--- config.mk ---
export PLATFORM = sky130hd
export DESIGN_NAME = pfr_div
export DESIGN_NICKNAME = d
export VERILOG_FILES = /design/src/hdl/pfr_pkg.sv /design/src/hdl/pfr_div.sv
export SDC_FILE = /design/constraint.sdc
export NUM_CORES = 1
export LEC_CHECK = 0
export ABC_AREA = 1
export ABC_CLOCK_PERIOD_IN_PS = 12100
export BUFFER_PORTS_ARGS = -buffer_cell sky130_fd_sc_hd__buf_2
export CORE_ASPECT_RATIO = 0.5
export CORE_UTILIZATION = 51
export CTS_CLUSTER_DIAMETER = 200
export CTS_CLUSTER_SIZE = 30
export DETAILED_ROUTE_END_ITERATION = 10
export GPL_TIMING_DRIVEN = 0
export PLACE_DENSITY = 0.67
export SLEW_MARGIN = 40
export SYNTH_ARGS = -nofsm -noshare
export SYNTH_HDL_FRONTEND = slang
export SYNTH_SLANG_ARGS = --single-unit
--- constraint.sdc ---
create_clock -name clock -period 12.1 [get_ports clock]
set_input_delay 0.605 -clock clock [delete_from_list [all_inputs] [get_ports clock]]
set_output_delay 0.605 -clock clock [all_outputs]
set_load 0.05 [all_outputs]
--- src/hdl/pfr_pkg.sv ---
// package: shared constants, types and table functions of the power falloff ramp
package pfr_pkg;

   localparam int MaxWidth = 4096;
   localparam int CsrAddrW = 4;
   localparam int CsrDataW = 32;
   localparam int RootW = 28;
   localparam int RemW = 56;
   localparam int NumW = 28;
   localparam int DW = 17;
   localparam int LogSteps = 16;
   localparam int MantW = 31;
   localparam int ExpW = 31;
   localparam int TabW = 30;

   localparam logic [12:0] RampWidthReset = 13'd256;
   localparam logic [15:0] FalloffExpReset = 16'd4096;
   localparam logic RadialModeReset = 1'b0;

   typedef enum logic [1:0] {
      REG_RAMP_WIDTH  = 2'd0,
      REG_FALLOFF_EXP = 2'd1,
      REG_RADIAL_MODE = 2'd2
   } reg_idx_type;

   typedef struct packed {
      logic force_full;
      logic force_zero;
      logic d_one;
      logic d_zero;
   } side_type;

   typedef struct packed {
      side_type side;
      logic [RemW-1:0] rem;
      logic [RootW-1:0] root;
   } rt_type;

   typedef struct packed {
      side_type side;
      logic [NumW-1:0] rem;
      logic [DW-1:0] q;
   } dv_type;

   typedef struct packed {
      side_type side;
      logic [DW-1:0] d;
   } d_type;

   typedef struct packed {
      side_type side;
      logic [3:0] k;
      logic [15:0] f;
      logic [MantW-1:0] m;
   } lg_type;

   typedef struct packed {
      side_type side;
      logic [8:0] n;
      logic [15:0] g;
      logic [ExpW-1:0] e;
   } ex_type;

   function automatic logic [63:0] isqrt64(input logic [63:0] v);
      logic [63:0] rem;
      logic [63:0] res;
      logic [63:0] bit_w;
      rem = v;
      res = 64'd0;
      for (int i = 31; i >= 0; i--) begin
         bit_w = 64'd1 << (2 * i);
         if (rem >= res + bit_w) begin
            rem = rem - (res + bit_w);
            res = (res >> 1) + bit_w;
         end else begin
            res = res >> 1;
         end
      end
      return res;
   endfunction

   // 2^(-2^-idx) in q.30
   function automatic logic [TabW-1:0] exp_tab(input int idx);
      logic [63:0] t;
      t = 64'd1 << 29;
      for (int i = 1; i <= idx; i++) begin
         t = isqrt64(t << 30);
      end
      return t[TabW-1:0];
   endfunction

endpackage

--- src/hdl/pfr_div.sv ---
// restoring divider pipeline by width minus one, one quotient bit per stage
module pfr_div
   import pfr_pkg::*;
(
   input  logic        clock,
   input  logic        reset,
   input  logic [11:0] wm1,
   input  logic        in_valid,
   output logic        in_ready,
   input  dv_type      in_data,
   output logic        out_valid,
   input  logic        out_ready,
   output d_type       out_data
);

   dv_type        stg_ff [DW];
   logic [DW-1:0] vld_ff;
   dv_type        src_data [DW];
   logic [DW-1:0] src_v;
   logic [DW:0]   rdy;

   assign rdy[DW] = out_ready;

   for (genvar j = 0; j < DW; j++) begin : g_stage
      localparam int J = DW - 1 - j;
      logic [NumW-1:0] sub;
      dv_type          stg_in;

      if (j == 0) begin : g_first
         assign src_data[j] = in_data;
         assign src_v[j] = in_valid;
      end else begin : g_next
         assign src_data[j] = stg_ff[j-1];
         assign src_v[j] = vld_ff[j-1];
      end

      assign rdy[j] = !vld_ff[j] || rdy[j+1];
      assign sub = NumW'(wm1) << J;

      always_comb begin
         stg_in = src_data[j];
         if (src_data[j].rem >= sub) begin
            stg_in.rem = src_data[j].rem - sub;
            stg_in.q = src_data[j].q | (DW'(1) << J);
         end
      end

      always_ff @(posedge clock) begin
         if (reset) begin
            vld_ff[j] <= 1'b0;
         end else if (rdy[j]) begin
            vld_ff[j] <= src_v[j];
         end
         if (rdy[j]) begin
            stg_ff[j] <= stg_in;
         end
      end
   end

   always_comb begin
      out_data.side = stg_ff[DW-1].side;
      out_data.side.d_one = stg_ff[DW-1].side.d_one || stg_ff[DW-1].q[DW-1];
      out_data.d = stg_ff[DW-1].q;
   end

   assign in_ready = rdy[0];
   assign out_valid = vld_ff[DW-1];

endmodule

==> results.md <==
- Status: completed
- Post-route cell area: 43700 sq um
- Tmin final: 6.22 ns
- Largest net degree at the start of global routing: 52
- CP most frequent cell: nand4_4
- ANT nets after route: 0
- WS Path Type: reg2out
- Clock group share of total power: 13.9%
- Pins over their slew limit: 0
- Final hold violation count: 0
- CTS Root Cell: clkbuf_16
- # rows: 72
- Internal Power: 5.96 mW
- H-tree depth: 1
- Worst R2R Path Depth: 9
- CORE AREA: 78000 sq um
- Setup violators final: 0
- Reg clk slew, reported paths: 0.13 ns
- Die area: 80900 sq um
- CP max stage delay: 0.60 ns
- Min-delay src: in_data[32]
- R2R Path End: stg_ff[0][35]
- Critical path's slowest cell: nand3_4
- Syn_area_per_cell: 11.2 sq um
- Grt ovf: 0
- Sequential Area: 24500 sq um
- Peak VDD IR: 0.141 mV
- Setup tns final: 0 ns
- Finished Layout Cells: 4836
- GRT Overall Usage: 21.1%
- XOR/XNOR Fraction of Synth Area: 5.20%
- WHS Endpoint: stg_ff[0][32]
- Adder-Cell Fraction of Synth Area: 7.07%
- CP arrival: 5.61 ns
- Mux share of post-synthesis cell area: 0%
- Synth Area in Compound Gates: 9.08%
- Slew @ Worst Pin: 0.807 ns
- Post-synth EDFFs: 805
- Initial drt markers: 1624
- Yosys warning count: 0
- Routed vias/inst: 5.35
- Class of the worst hold path: in2reg
- Tcrit/Tclk final: 51.4%
- Total power: 9.44 mW
- Filler cell count in the final layout: 6615
- Clk Latency, worst-skew pair: 0.66 ns
- Asr flop ratio synth: 0%
- CTS tree: done
- P&R area growth vs syn: 7.46%
- Largest family of logic cells by synthesized area: simple AND/OR/NAND/NOR gates
- CP Launch Type: flip-flop
- Initial Utilization: 52.1%
- Post-CTS Setup Bufs: 0
- CP delay by family, top: simple AND/OR/NAND/NOR gates
- Via count: 25900
- R2r startpoint: out_valid
- Worst-path fanout max: 51
- Flop pwr share: 48.1%
- WHS Path Cells: 1
- DRC Markers: 0
- Crit path capture type: output pin
- Commonest non-fill, non-tap cell in the layout: edfxtp_1
- Sequential area share after synthesis: 60.3%
- Placer Congestion: 0.919
- Netlist cell types: 67
- Detailed-route wire length: 85.9 mm
- Simple-gate share of the synthesized area: 13.8%
- Port Buf Inserts: 86
- Buf/Inv on CP: 1
- Worst reg2reg setup slack: 7.10 ns
- Cell area after synthesis: 40600 sq um
- Die height: 202 um
- Psw: 3.49 mW
- Area after DPL: 42800 sq um
- Worst Path Required: 11.49 ns
- CTS Sinks: 822
- 1st-pass router iterations: 5
- Initial antenna violation count: 0
- Rel. slew slack: 46.2%
- CTS buffer count: 31
- Comb pwr share: 38.1%
- Hpwl dp: 65.9 mm
- Crit path cell chain: nand3_4 -> nor2_2 -> nand4_4 -> nor2_4 -> nand4_4 -> nor2_2 -> nand4_4 -> nor2_4 -> nand3_4 -> buf_2
- Die Span X: 401 um
- Placed insts: 4778
- Post_cts resized: 0
- RSZ-0062 raised after global routing: false
- Commonest cells after routing, fill and taps aside: edfxtp_1, nand2_1, inv_1
- Net Sw Frac: 36.9%
- Max Fclk: 0.161 GHz
- First-pass GRT wire length: 135 mm
- Maxcap violations: 0
- Wire per inst: 17.8 um
- Worst clock skew: 0.0283 ns
- Area of the multi-input gates: 14400 sq um
- Vias in the first global route: 25700
- IO Pins: 88
- Pleak: 17.0 nW
- Gate Count Post-Synth: 3641
- Syn_nets: 3926
- Final nets: 4060
- # diodes: 0
- Hold Buf Count CTS: 0
- Fraction of layout cells with a size suffix above 1: 8.84%
- Post-synthesis register bit count: 822
- Max Root-Sink Buffers: 3
- Main synth FF type: edfxtp_1
- Pwr/cell area: 216 nW/um^2
[stage by stage]
stage                     util (%)  hold WS (ns)  worst slack (ns)
after floorplan                  -         0.400              4.69
after global placement        54.3         0.401              1.83
after detailed placement      54.8         0.405              6.00
after CTS                     56.0        0.0790              5.67
after global routing          56.0        0.0790              5.32
final                         56.0         0.131              5.88
[state kept, by name, indices dropped and copies added, names as in the netlist]
register	flops
stg_ff	805
src_v	16
out_valid	1
[cell usage after synthesis, drive strengths merged (15+ instances only)]
cell    instances  area share [%]
a21oi         221             2.8
edfxtp        805              59
or2            38            0.59
nand4          41            0.71
o211ai         17            0.33
ha            204             6.3
nor2          332             3.2
o21ai         301             4.0
nand3         115             1.6
inv           383             3.6
dfxtp          17            0.84
buf            48            0.86
o21a           17            0.31
fa             16            0.79
nand2         621             5.8
nor4           59            0.91
nor3           52            0.67
xnor2         113             2.4
xor2          128             2.8
a31oi          15            0.23
a21o           24            0.44
[power by group through the flow]
| stage | Clock (mW) | Sequential (mW) | Combinational (mW) |
|---|---|---|---|
| after floorplan | 0 | 4.40 | 2.81 |
| after global placement | 0 | 4.59 | 3.50 |
| after detailed placement | 0 | 4.61 | 3.56 |
| after CTS | 1.36 | 4.54 | 3.58 |
| after global routing | 1.45 | 4.61 | 4.07 |
| final | 1.31 | 4.54 | 3.59 |
[how the worst max path moves through the flow]
stage / startpoint / endpoint / slack [ns] / depth (start not counted)
floorplan: out_valid / stg_ff[0][0] / 4.69 / 9
global placement: out_ready / in_ready / 1.83 / 12
detailed placement: out_ready / in_ready / 6.00 / 12
CTS: out_valid / in_ready / 5.67 / 10
global route: out_valid / in_ready / 5.32 / 10
finish: out_valid / in_ready / 5.88 / 10
[cell type report]
class                      instances  area share [%]
sequential                       822            56.1
multi-input combinational       2379            32.9
inverter                         383            3.35
tap                             1036            2.97
clock buffer                      56            1.99
timing repair buffer             101            1.70
buffer                            57           0.903
clock inverter                     2          0.0659
[cell families (layout without fill, tap and decap cells)]
kind of cell,count (synthesis),in the layout
and+or+nand+nor,1276,1276
DFF,822,822
AOI/OAI and AO/OA,642,642
buffers and inverters,440,599
xor gates and xnor gates,241,241
adders and majority gates,220,220
[layer usage]
layer	up-vias	part of all wire [%]	wire (um)	GRT usage, %
met5	-	0	0	0
met2	473	51	43600	39.1
met4	0	3.0	2580	6.12
met1	12200	43	37000	26.0
met3	133	3.3	2810	2.39
li1	13000	-	-	-
No activity file was read; power rests on OpenSTA's default activity.
