File: src/hdl/pfr_pkg.sv
// package: shared constants, types and table functions of the power falloff ramp
package pfr_pkg;

   localparam int MaxWidth = 4096;
   localparam int CsrAddrW = 4;
   localparam int CsrDataW = 32;
   localparam int RootW = 28;
   localparam int RemW = 56;
   localparam int NumW = 28;
   localparam int DW = 17;
   localparam int LogSteps = 16;
   localparam int MantW = 31;
   localparam int ExpW = 31;
   localparam int TabW = 30;

   localparam logic [12:0] RampWidthReset = 13'd256;
   localparam logic [15:0] FalloffExpReset = 16'd4096;
   localparam logic RadialModeReset = 1'b0;

   typedef enum logic [1:0] {
      REG_RAMP_WIDTH  = 2'd0,
      REG_FALLOFF_EXP = 2'd1,
      REG_RADIAL_MODE = 2'd2
   } reg_idx_type;

   typedef struct packed {
      logic force_full;
      logic force_zero;
      logic d_one;
      logic d_zero;
   } side_type;

   typedef struct packed {
      side_type side;
      logic [RemW-1:0] rem;
      logic [RootW-1:0] root;
   } rt_type;

   typedef struct packed {
      side_type side;
      logic [NumW-1:0] rem;
      logic [DW-1:0] q;
   } dv_type;

   typedef struct packed {
      side_type side;
      logic [DW-1:0] d;
   } d_type;

   typedef struct packed {
      side_type side;
      logic [3:0] k;
      logic [15:0] f;
      logic [MantW-1:0] m;
   } lg_type;

   typedef struct packed {
      side_type side;
      logic [8:0] n;
      logic [15:0] g;
      logic [ExpW-1:0] e;
   } ex_type;

   function automatic logic [63:0] isqrt64(input logic [63:0] v);
      logic [63:0] rem;
      logic [63:0] res;
      logic [63:0] bit_w;
      rem = v;
      res = 64'd0;
      for (int i = 31; i >= 0; i--) begin
         bit_w = 64'd1 << (2 * i);
         if (rem >= res + bit_w) begin
            rem = rem - (res + bit_w);
            res = (res >> 1) + bit_w;
         end else begin
            res = res >> 1;
         end
      end
      return res;
   endfunction

   // 2^(-2^-idx) in q.30
   function automatic logic [TabW-1:0] exp_tab(input int idx);
      logic [63:0] t;
      t = 64'd1 << 29;
      for (int i = 1; i <= idx; i++) begin
         t = isqrt64(t << 30);
      end
      return t[TabW-1:0];
   endfunction

endpackage

File: src/hdl/pfr_root.sv
// square root pipeline, one result bit per stage
module pfr_root
   import pfr_pkg::*;
(
   input  logic   clock,
   input  logic   reset,
   input  logic   in_valid,
   output logic   in_ready,
   input  rt_type in_data,
   output logic   out_valid,
   input  logic   out_ready,
   output dv_type out_data
);

   rt_type           stg_ff [RootW];
   logic [RootW-1:0] vld_ff;
   rt_type           src_data [RootW];
   logic [RootW-1:0] src_v;
   logic [RootW:0]   rdy;

   assign rdy[RootW] = out_ready;

   for (genvar j = 0; j < RootW; j++) begin : g_stage
      localparam int B = RootW - 1 - j;
      logic [57:0] delta;
      rt_type      stg_in;

      if (j == 0) begin : g_first
         assign src_data[j] = in_data;
         assign src_v[j] = in_valid;
      end else begin : g_next
         assign src_data[j] = stg_ff[j-1];
         assign src_v[j] = vld_ff[j-1];
      end

      assign rdy[j] = !vld_ff[j] || rdy[j+1];
      assign delta = ({30'd0, src_data[j].root} << (B + 1)) | (58'd1 << (2 * B));

      always_comb begin
         stg_in = src_data[j];
         if ({2'b00, src_data[j].rem} >= delta) begin
            stg_in.rem = src_data[j].rem - delta[RemW-1:0];
            stg_in.root = src_data[j].root | (RootW'(1) << B);
         end
      end

      always_ff @(posedge clock) begin
         if (reset) begin
            vld_ff[j] <= 1'b0;
         end else if (rdy[j]) begin
            vld_ff[j] <= src_v[j];
         end
         if (rdy[j]) begin
            stg_ff[j] <= stg_in;
         end
      end
   end

   assign in_ready = rdy[0];
   assign out_valid = vld_ff[RootW-1];
   assign out_data.side = stg_ff[RootW-1].side;
   assign out_data.rem = stg_ff[RootW-1].root;
   assign out_data.q = '0;

endmodule

File: config.mk
export PLATFORM = sky130hd
export DESIGN_NAME = pfr_root
export DESIGN_NICKNAME = d
export VERILOG_FILES = /design/src/hdl/pfr_pkg.sv /design/src/hdl/pfr_root.sv
export SDC_FILE = /design/constraint.sdc
export NUM_CORES = 2
export LEC_CHECK = 0
export BUFFER_PORTS_ARGS = -buffer_cell sky130_fd_sc_hd__buf_2
export CAP_MARGIN = 15
export CORE_MARGIN = 2
export CORE_UTILIZATION = 59
export DETAILED_ROUTE_END_ITERATION = 7
export PLACE_DENSITY = 0.75
export SYNTH_ARGS = -nofsm -noshare
export SYNTH_HDL_FRONTEND = slang
export SYNTH_SLANG_ARGS = --single-unit
File: constraint.sdc
create_clock -name clock -period 13.6 [get_ports clock]
set_clock_uncertainty 0.15 [all_clocks]
set_input_delay 2.72 -clock clock [delete_from_list [all_inputs] [get_ports clock]]
set_output_delay 2.72 -clock clock [all_outputs]
set_load 0.1 [all_outputs]
==> results.toml <==
[critical_path]
critical_path_buf_inv_count = 6
worst_path_largest_cell_delay_ns = 0.78
cp-start-kind = "primary input"
cp_data_arrival_time_ns = 7.46
cp-end-kind = "primary output"
critPathRequiredTime_ns = 10.73
cp_top_family = "simple AND/OR/NAND/NOR gates"
crit_chain = "buf_2 -> nor2b_1 -> inv_1 -> buf_4 -> nor2_1 -> and2_1 -> and4_1 -> and3_1 -> and3_1 -> clkinv_2 -> nor4_2 -> nand4_1 -> buf_4 -> buf_2"
critical_path.slowest_cell = "nor4_2"
worstSetupPathType = "primary input to primary output"
critical_path.max_fanout = 39

[drt]
ant_nets = 0
top_layer = "met5"
wl_met3_mm = 19.83
wl_met2_mm = 150.1
routedWlPerCell_um = 21.38
drtIter0Drc = 8436
drt-total-wl_mm = 313.7
drc = 0
via_per_inst = 6.078
num_vias = 89197
drtPass1Iterations = 6
met1_length_mm = 136.4

[sta]
setup_viol = 0
hold_viol = 0
fmax_ghz = 0.09680
period_share_pct = 75.96
fin_tns_setup_ns = 0
tightest_slew_ns = 1.293
rsz0062_at_grt = "no"
relSlewSlack_pct = 13.59
min_period_ns = 10.33
report.final.slew_viol_count = 0

[global_routing]
overflow = 0
grt_start_max_net_pins = 90
grt_pass1_wl_mm = 486.3
grtUsageTotal_pct = 27.61
antenna_found_initial = 11
grt_pass1_vias = 86274

[clocking]
post_cts_resized = 0
cts_tree = "built"
clock-root-buffer = "clkbuf_16"
clk_latency_ns = 0.95
cts_sinks = 2436
cts_setup_buffers = 0
clk_path_buf_depth = 4
cts.htree.levels = 5
path_clk_slew_ns = 0.06
cts_hold_buf = 0
cts_made_buffers = 279

[floorplanning]
die_h_um = 472.8
initial_core_util_pct = 59.18
die-width_um = 472.8
core-area_mm2 = 0.2191
io_pins = 143
die_area_mm2 = 0.2235
fp-row-count = 172

[flow_run]
maxCapViolCount = 0

[pwr]
powerDensity_mw_per_mm2 = 209.1
irDropWorstVdd_mv = 0.1592
p_leak_nw = 59.21

[hold_path]
min_path_type = "flip-flop to flip-flop"

[logic_synthesis]
synth_warnings = 0
synth_top_area_cell = "edfxtp_1"
synthArstFlopShare_pct = 0
syn_avg_cell_area_um2 = 11.43
synth_top_area_share_pct = 55.77
synth-seq-cells = 2436
synth_area_leaders = "edfxtp_1 56%, ha_1 7.3%, xnor2_1 3.2%"
synth_cells = 11345
ys.flop_type = "edfxtp_1"
synth_area_mm2 = 0.1296
synth_cell_types = 97
synth_edf_count = 2408
yosysSeqAreaShare_pct = 56.21

[place]
dp.cells = 14184
globalplace.congestion = 0.9319
port-buffer-count = 125
place_hpwl_mm = 234.5

[cells_and_area]
drive_above_1_share_pct = 7.270
stdcell_count = 14676
nFillCells = 16532
fin_nets = 12478
area_growth_syn_to_layout_pct = 9.885

[outcome]
outcome = "complete, no violations"
area by class of cell:
| type | count | area [um2] | share of cell area, % |
|---|---|---|---|
| sequential | 2436 | 72870 | 51.15 |
| multi-input combinational | 7679 | 52310 | 36.72 |
| clock buffer | 338 | 7370 | 5.173 |
| inverter | 1011 | 3809 | 2.673 |
| tap | 2871 | 3592 | 2.521 |
| clock inverter | 144 | 1296 | 0.9099 |
| timing repair buffer | 194 | 1209 | 0.8484 |
| antenna | 3 | 7.507 | 0.005270 |
power breakdown:
group          internal, mW  switching, mW  leakage [nW]
clock network          4.25           2.98          4.26
registers              11.0           1.71          24.8
logic                  4.18           5.66          30.2
per-layer routing:
| metal | vias to the layer above | track usage [%] |
|---|---|---|
| met5 | - | 0 |
| met1 | 43610 | 37.97 |
| met3 | 492 | 4.701 |
| li1 | 42297 | - |
| met2 | 2792 | 45.60 |
| met4 | 6 | 7.158 |
registers in the layout, summed over array words and instances (netlist names):
register,cells
out_valid,1
src_v,27
stg_ff,2408
worst register-to-register path, cell delays in order, from the launching register on:
cell and delay, ns:
dfxtp_1 0.33, nor2b_1 0.44, inv_1 0.10, buf_4 0.33
nor2_1 0.55, and2_1 0.28, and4_1 0.31, and3_1 0.36
and3_1 0.39, clkinv_2 0.18, nor4_2 0.78, nand4_1 0.20
buf_4 0.32, buf_4 0.54
path summary, 6_finish.rpt:
check	startpoint	endpoint	slack (ns)	cells past startpoint
min reg2reg	stg_ff[11][85]$_DFFE_PP_	stg_ff[11][173]$_DFFE_PP_	0.24	0
min	stg_ff[11][85]$_DFFE_PP_	stg_ff[11][173]$_DFFE_PP_	0.24	0
max reg2reg	out_valid$_SDFFE_PP0P_	stg_ff[0][36]$_DFFE_PP_	7.97	13
max	out_ready	in_ready	3.27	14
kinds of logic (layout without fill, tap and decap cells):
family	Yosys count	after routing	synth area share [%]
compound gates	2691	2691	12.91
xor+xnor	958	958	6.472
fa+ha+maj	785	785	7.726
buf+inv	1246	1687	3.677
flops	2436	2436	56.21
mux	135	135	1.162
other cells	1	20	0.002892
simple gates	3093	3093	11.85
cell usage in the layout, fill, tap and decap left out, types with 137 or more instances in the layout:
| cell type | count |
|---|---|
| nor4_1 | 192 |
| nor3_1 | 254 |
| nand4_1 | 137 |
| nand3_1 | 180 |
| nand2b_1 | 142 |
| clkbuf_16 | 284 |
| edfxtp_1 | 2408 |
| nor2_1 | 694 |
| xnor2_1 | 481 |
| nand2_1 | 872 |
| a21oi_1 | 813 |
| ha_1 | 759 |
| xor2_1 | 477 |
| a21o_1 | 361 |
| o21ai_0 | 711 |
| inv_1 | 1000 |
stage by stage:
| stage | hold WS (ns) | power (mW) | setup WS, ns | utilization (%) | area [um2] |
|---|---|---|---|---|---|
| final | 0.2448 | 29.79 | 3.269 | 65.03 | 142500 |
| after global routing | 0.2596 | 31.50 | 2.971 | 65.03 | 142500 |
| after CTS | 0.2545 | 29.78 | 3.261 | 64.97 | 142300 |
| after detailed placement | 0.2545 | 22.42 | 3.307 | 61.01 | 133700 |
| after global placement | 0.2510 | 22.14 | 3.329 | 61.01 | 133700 |
| after floorplan | 0.2503 | 19.54 | 0.8646 | - | 129700 |
synthesized netlist by cell type, types with 137 or more instances:
master and number:
nand2_1 881, xor2_1 477, ha_1 759, o21ai_0 711, inv_1 1011, a21o_1 361, nor3_1 254, nor4_1 193
edfxtp_1 2408, nor2_1 696, nand4_1 137, xnor2_1 481, nand3_1 184, nand2b_1 142, clkbuf_1 190, a21oi_1 814
Power figures use the tool's default switching activity.
