$ cat src/hdl/pfr_pkg.sv
// package: shared constants, types and table functions of the power falloff ramp
package pfr_pkg;

   localparam int MaxWidth = 4096;
   localparam int CsrAddrW = 4;
   localparam int CsrDataW = 32;
   localparam int RootW = 28;
   localparam int RemW = 56;
   localparam int NumW = 28;
   localparam int DW = 17;
   localparam int LogSteps = 16;
   localparam int MantW = 31;
   localparam int ExpW = 31;
   localparam int TabW = 30;

   localparam logic [12:0] RampWidthReset = 13'd256;
   localparam logic [15:0] FalloffExpReset = 16'd4096;
   localparam logic RadialModeReset = 1'b0;

   typedef enum logic [1:0] {
      REG_RAMP_WIDTH  = 2'd0,
      REG_FALLOFF_EXP = 2'd1,
      REG_RADIAL_MODE = 2'd2
   } reg_idx_type;

   typedef struct packed {
      logic force_full;
      logic force_zero;
      logic d_one;
      logic d_zero;
   } side_type;

   typedef struct packed {
      side_type side;
      logic [RemW-1:0] rem;
      logic [RootW-1:0] root;
   } rt_type;

   typedef struct packed {
      side_type side;
      logic [NumW-1:0] rem;
      logic [DW-1:0] q;
   } dv_type;

   typedef struct packed {
      side_type side;
      logic [DW-1:0] d;
   } d_type;

   typedef struct packed {
      side_type side;
      logic [3:0] k;
      logic [15:0] f;
      logic [MantW-1:0] m;
   } lg_type;

   typedef struct packed {
      side_type side;
      logic [8:0] n;
      logic [15:0] g;
      logic [ExpW-1:0] e;
   } ex_type;

   function automatic logic [63:0] isqrt64(input logic [63:0] v);
      logic [63:0] rem;
      logic [63:0] res;
      logic [63:0] bit_w;
      rem = v;
      res = 64'd0;
      for (int i = 31; i >= 0; i--) begin
         bit_w = 64'd1 << (2 * i);
         if (rem >= res + bit_w) begin
            rem = rem - (res + bit_w);
            res = (res >> 1) + bit_w;
         end else begin
            res = res >> 1;
         end
      end
      return res;
   endfunction

   // 2^(-2^-idx) in q.30
   function automatic logic [TabW-1:0] exp_tab(input int idx);
      logic [63:0] t;
      t = 64'd1 << 29;
      for (int i = 1; i <= idx; i++) begin
         t = isqrt64(t << 30);
      end
      return t[TabW-1:0];
   endfunction

endpackage

$ cat src/hdl/pfr_front.sv
// front stages: coordinate saturation, centre offsets, squared radius and end flags
module pfr_front
   import pfr_pkg::*;
(
   input  logic        clock,
   input  logic        reset,
   input  logic        radial,
   input  logic [11:0] wm1,
   input  logic [23:0] wm1sq,
   input  logic        in_valid,
   output logic        in_ready,
   input  logic [11:0] in_x,
   input  logic [11:0] in_y,
   output logic        out_valid,
   input  logic        out_ready,
   output rt_type      out_data
);

   logic        v1_ff;
   logic [11:0] xs_ff;
   logic [11:0] a_ff;
   logic [11:0] b_ff;
   side_type    side1_ff;
   logic [11:0] xs_in;
   logic [11:0] ys_in;
   logic [12:0] w13;
   logic [12:0] tx;
   logic [12:0] ty;
   logic [12:0] a_in;
   logic [12:0] b_in;
   side_type    side1_in;

   logic        v2_ff;
   rt_type      st2_ff;
   rt_type      st2_in;
   logic [24:0] s;

   logic rdy1;
   logic rdy2;

   assign rdy2 = !v2_ff || out_ready;
   assign rdy1 = !v1_ff || rdy2;
   assign in_ready = rdy1;

   always_comb begin
      xs_in = (in_x > wm1) ? wm1 : in_x;
      ys_in = (in_y > wm1) ? wm1 : in_y;
      w13 = {1'b0, wm1} + 13'd1;
      tx = {xs_in, 1'b1};
      ty = {ys_in, 1'b1};
      a_in = (tx >= w13) ? (tx - w13) : (w13 - tx);
      b_in = (ty >= w13) ? (ty - w13) : (w13 - ty);
      side1_in = '0;
      if (radial) begin
         side1_in.force_zero = (xs_in == 12'd0) || (ys_in == 12'd0) ||
                               (xs_in == wm1) || (ys_in == wm1);
      end else begin
         side1_in.force_full = (xs_in == 12'd0);
         side1_in.force_zero = (xs_in != 12'd0) && (xs_in == wm1);
      end
   end

   always_ff @(posedge clock) begin
      if (reset) begin
         v1_ff <= 1'b0;
      end else if (rdy1) begin
         v1_ff <= in_valid;
      end
      if (rdy1) begin
         xs_ff <= xs_in;
         a_ff <= a_in[11:0];
         b_ff <= b_in[11:0];
         side1_ff <= side1_in;
      end
   end

   always_comb begin
      s = 25'(a_ff) * 25'(a_ff) + 25'(b_ff) * 25'(b_ff);
      st2_in.side = side1_ff;
      st2_in.side.d_one = radial && (s >= {1'b0, wm1sq});
      if (radial) begin
         st2_in.rem = {s[23:0], 32'd0};
         st2_in.root = '0;
      end else begin
         st2_in.rem = '0;
         st2_in.root = {xs_ff, 16'd0};
      end
   end

   always_ff @(posedge clock) begin
      if (reset) begin
         v2_ff <= 1'b0;
      end else if (rdy2) begin
         v2_ff <= v1_ff;
      end
      if (rdy2) begin
         st2_ff <= st2_in;
      end
   end

   assign out_valid = v2_ff;
   assign out_data = st2_ff;

endmodule

$ cat config.mk
export PLATFORM = sky130hd
export DESIGN_NAME = pfr_front
export DESIGN_NICKNAME = d
export VERILOG_FILES = /design/src/hdl/pfr_pkg.sv /design/src/hdl/pfr_front.sv
export SDC_FILE = /design/constraint.sdc
export NUM_CORES = 1
export LEC_CHECK = 0
export BUFFER_PORTS_ARGS = -buffer_cell sky130_fd_sc_hd__buf_4
export CORE_MARGIN = 2
export CORE_UTILIZATION = 40
export CTS_BUF_LIST = sky130_fd_sc_hd__clkbuf_8 sky130_fd_sc_hd__clkbuf_16
export CTS_CLUSTER_SIZE = 40
export DETAILED_ROUTE_END_ITERATION = 12
export PLACE_DENSITY_LB_ADDON = 0.1
export SLEW_MARGIN = 40
export SYNTH_ARGS = -nofsm -noshare
export SYNTH_HDL_FRONTEND = slang
export SYNTH_SLANG_ARGS = --single-unit
export TNS_END_PERCENT = 5
$ cat constraint.sdc
create_clock -name clock -period 14.04 [get_ports clock]
set_clock_uncertainty 0.05 [all_clocks]
set_input_delay 2.808 -clock clock [delete_from_list [all_inputs] [get_ports clock]]
set_output_delay 2.808 -clock clock [all_outputs]
set_load 0.02 [all_outputs]
==> summary.md <==
| Metric | Value |
|---|---|
| Status | finished, final reports clean |
| Final Cycle Share | 0.5949 |
| Initial Utilization | 0.4069 |
| Vias in the first global route | 11,870 |
| RSZ-0062 raised after global routing | false |
| Startpoint Class | flop |
| FP Rows | 71 |
| Final setup vio count | 0 |
| CP max stage delay | 800 ps |
| CTS Hold Bufs | 0 |
| Final worst path period need | 8352 ps |
| Largest net degree at the start of global routing | 40 |
| Setup bufs post-CTS | 0 |
| Post-CTS Resized | 0 |
| Slowest-stage cell, CP | edfxtp_1 |
| Chip Width | 199.7 microns |
| Via Count | 11,110 |
| Count leader, synth | inv_1 |
| Antenna cells | 0 |
| #FFs+latches synth | 77 |
| Routed vias/inst | 4.970 |
| Clock sinks | 77 |
| Commonest cells in the netlist | 378 x inv_1, 204 x fa_1, 201 x ha_1, 99 x nand2_1, 79 x and2_1 |
| Ports | 155 |
| Total track usage | 0.2047 |
| Grt ovf | 0 |
| Seq. cell area | 2292 sq um |
| Filler Cells Inserted | roughly 3,800 |
| Top cell by count, worst path | fa_1 |
| WL per Instance | 17.36 microns |
| Core area | roughly 38,000 sq um |
| DP HPWL | 33,120 microns |
| Worst slew pin tran | 791.3 ps |
| Synth area leader | fa_1 |
| Clk_lat worst skew | 340 ps |
| Worst slew margin | 0.4719 |
| # DRC | 0 |
| Layout cell share with drive strength beyond 1 | 0.08701 |
| Pre-antenna DRT Iters | 5 |
| Clock Tree Buf Depth | 2 |
| Initial antenna violation count | 1 |
| Synth area leaders | fa_1 27%, ha_1 16%, edfxtp_1 15% |
| CP cell instances | and2_1, inv_1, fa_1, fa_1, fa_1, inv_1, fa_1, fa_1, fa_1, inv_1, fa_1, inv_1, ha_1, and3_1, a211oi_2, a21oi_1, a2111oi_0, nor3_1, xor2_1, ha_1, a2111oi_0, nor2_1, a21o_1 |
| CTS tree | done |
| Max-cap viol count | 0 |
| Sequential share of the synthesized area | 0.1496 |
| Final hold viol count | 0 |
| Root buffer cell | clkbuf_16 |
| Post-route ant nets | 0 |
| First-pass GRT wire length | ~63,000 microns |
| Multi-input combinational cell area | 11,200 sq um |
| Main synth FF type | edfxtp_1 |
| Number of port buffers | about 100 |
| Slew Viols, Final | 0 |
| Post-Syn Area per Cell | a little over 9 sq um |
| Share of the synthesized area in the top cell type | 0.2665 |
| Yosys warning total | 0 |
| Overall routed net length | 38,800 microns |
| H-tree Lvls | 3 |
| Synthesized area | 15,330 sq um |
| FFs w/ async S/R, synth | 0 |
| P&R area growth vs syn | 8.907% |
| Crit path max fanout | 12 |
| Gpl congestion | roughly 0.86 |
| Post-synth EDFFs | 75 |
| Setup TNS | 0 ps |
| Cts bufs inserted | 9 |
| Die Span Y | 199.7 microns |
| Clock-pin slew on the worst setup and hold paths | around 70 ps |
| DIE AREA | 39,900 sq um |
| 1st-iter DRT viols | 490 |
| Critical path required time | between 10,000 and 15,000 ps |
| Fmax | 0.1197 GHz |
| Yosys cell types | 74 |
| Worst EP arrival | ~8400 ps |
| Final #Nets | 2,189 |
| Cell count after synthesis | 1,656 |
| Critical Path Sink Type | flop |
| Worst Setup Path Type | reg2reg |
| Worst Hold Class | reg2reg |
==> area by class of cell <==
class | instances | area share
inverters | 378 | 0.08501
clock buffers | 9 | 0.01349
multi-input cells | 1144 | 0.6708
flip-flops and latches | 77 | 0.1373
clock inverters | 7 | 0.005847
repair buffers | 109 | 0.04925
well taps | 511 | 0.03831
==> stage by stage <==
stage	area [sq um]	instances	util	hold WS (ps)	worst slack, ps
floorplan	15510	1705	-	350.3	6577
global placement	16360	2218	0.4342	358.0	5758
detailed placement	16370	2219	0.4345	365.6	5659
CTS	16690	2235	0.4431	374.4	5624
global route	16690	2235	0.4431	376.2	5225
finish	16690	2235	0.4431	370.6	5688
==> per-layer routing <==
| metal | vias up | track usage | routed length [microns] |
|---|---|---|---|
| met5 | - | 0 | 0 |
| met2 | 207 | 0.3904 | 20930 |
| met4 | 0 | 0.03923 | 532 |
| met3 | 37 | 0.01798 | 1229 |
| li1 | 5336 | - | - |
| met1 | 5528 | 0.2514 | 16110 |
==> cell families (layout without fill, tap and decap cells) <==
group | Yosys count | in the layout | synth area share
AND/OR/NAND/NOR | 359 | 359 | 0.1192
flip-flops | 77 | 77 | 0.1496
XOR/XNOR | 80 | 80 | 0.04572
adder cells (fa/ha/maj) | 405 | 405 | 0.4306
multiplexers | 35 | 35 | 0.02384
other | 1 | 50 | 0.0002447
buffers and inverters | 484 | 503 | 0.1322
AO/OA/AOI/OAI | 215 | 215 | 0.09870
==> cell usage in the layout, fill, tap and decap left out, types with 4 or more instances in the layout <==
cell	netlist	final
a21oi_1	51	51
or3_1	4	4
nand2b_1	7	7
o21ai_1	5	5
and3_1	7	7
nor2b_1	26	26
nand4_1	13	13
xor2_1	30	30
nor3_1	17	17
a211oi_1	16	16
a21o_1	38	38
nand3_1	17	17
ha_1	201	201
mux2_2	5	5
clkbuf_16	0	9
buf_4	50	108
inv_1	378	379
nor4_1	16	16
and2_1	79	79
mux2i_1	25	25
conb_1	1	50
fa_1	204	204
mux2_1	4	4
o21a_1	12	12
nand2_1	99	98
nor2_1	59	59
o21ai_0	20	20
a211o_1	4	4
edfxtp_1	75	75
o21bai_1	4	4
xnor2_1	50	50
or2_2	5	5
o211ai_1	10	10
a31oi_1	10	10
a2111oi_0	4	4
==> state kept, by name (all words and copies together), names as in the netlist <==
signal,cells
a_ff,12
b_ff,11
out_data,38
out_valid,1
side1_ff,2
v1_ff,1
xs_ff,12
==> worst paths after layout <==
| kind | slack (ps) | end | start | cells past startpoint |
|---|---|---|---|---|
| worst min register to register | 370 | out_data[86]$_DFFE_PP_ | side1_ff[2]$_DFFE_PP_ | 0 |
| worst max register to register | 5690 | out_data[85]$_DFFE_PP_ | b_ff[2]$_DFFE_PP_ | 23 |
| worst min-delay path | 370 | out_data[86]$_DFFE_PP_ | side1_ff[2]$_DFFE_PP_ | 0 |
| worst max-delay path | 5690 | out_data[85]$_DFFE_PP_ | b_ff[2]$_DFFE_PP_ | 23 |
==> worst max-delay path, delay by kind of cell (launching register included) <==
family                     cells  cell delay [ps]
AOI/OAI and AO/OA              5             1840
xor gates and xnor gates       1              220
adders and majority gates      9             4270
buffers and inverters          4              240
DFF                            1              800
and+or+nand+nor                4              700
Power is not shown: default switching activity piles up to over one toggle a cycle in this logic, so the estimate is an artifact.
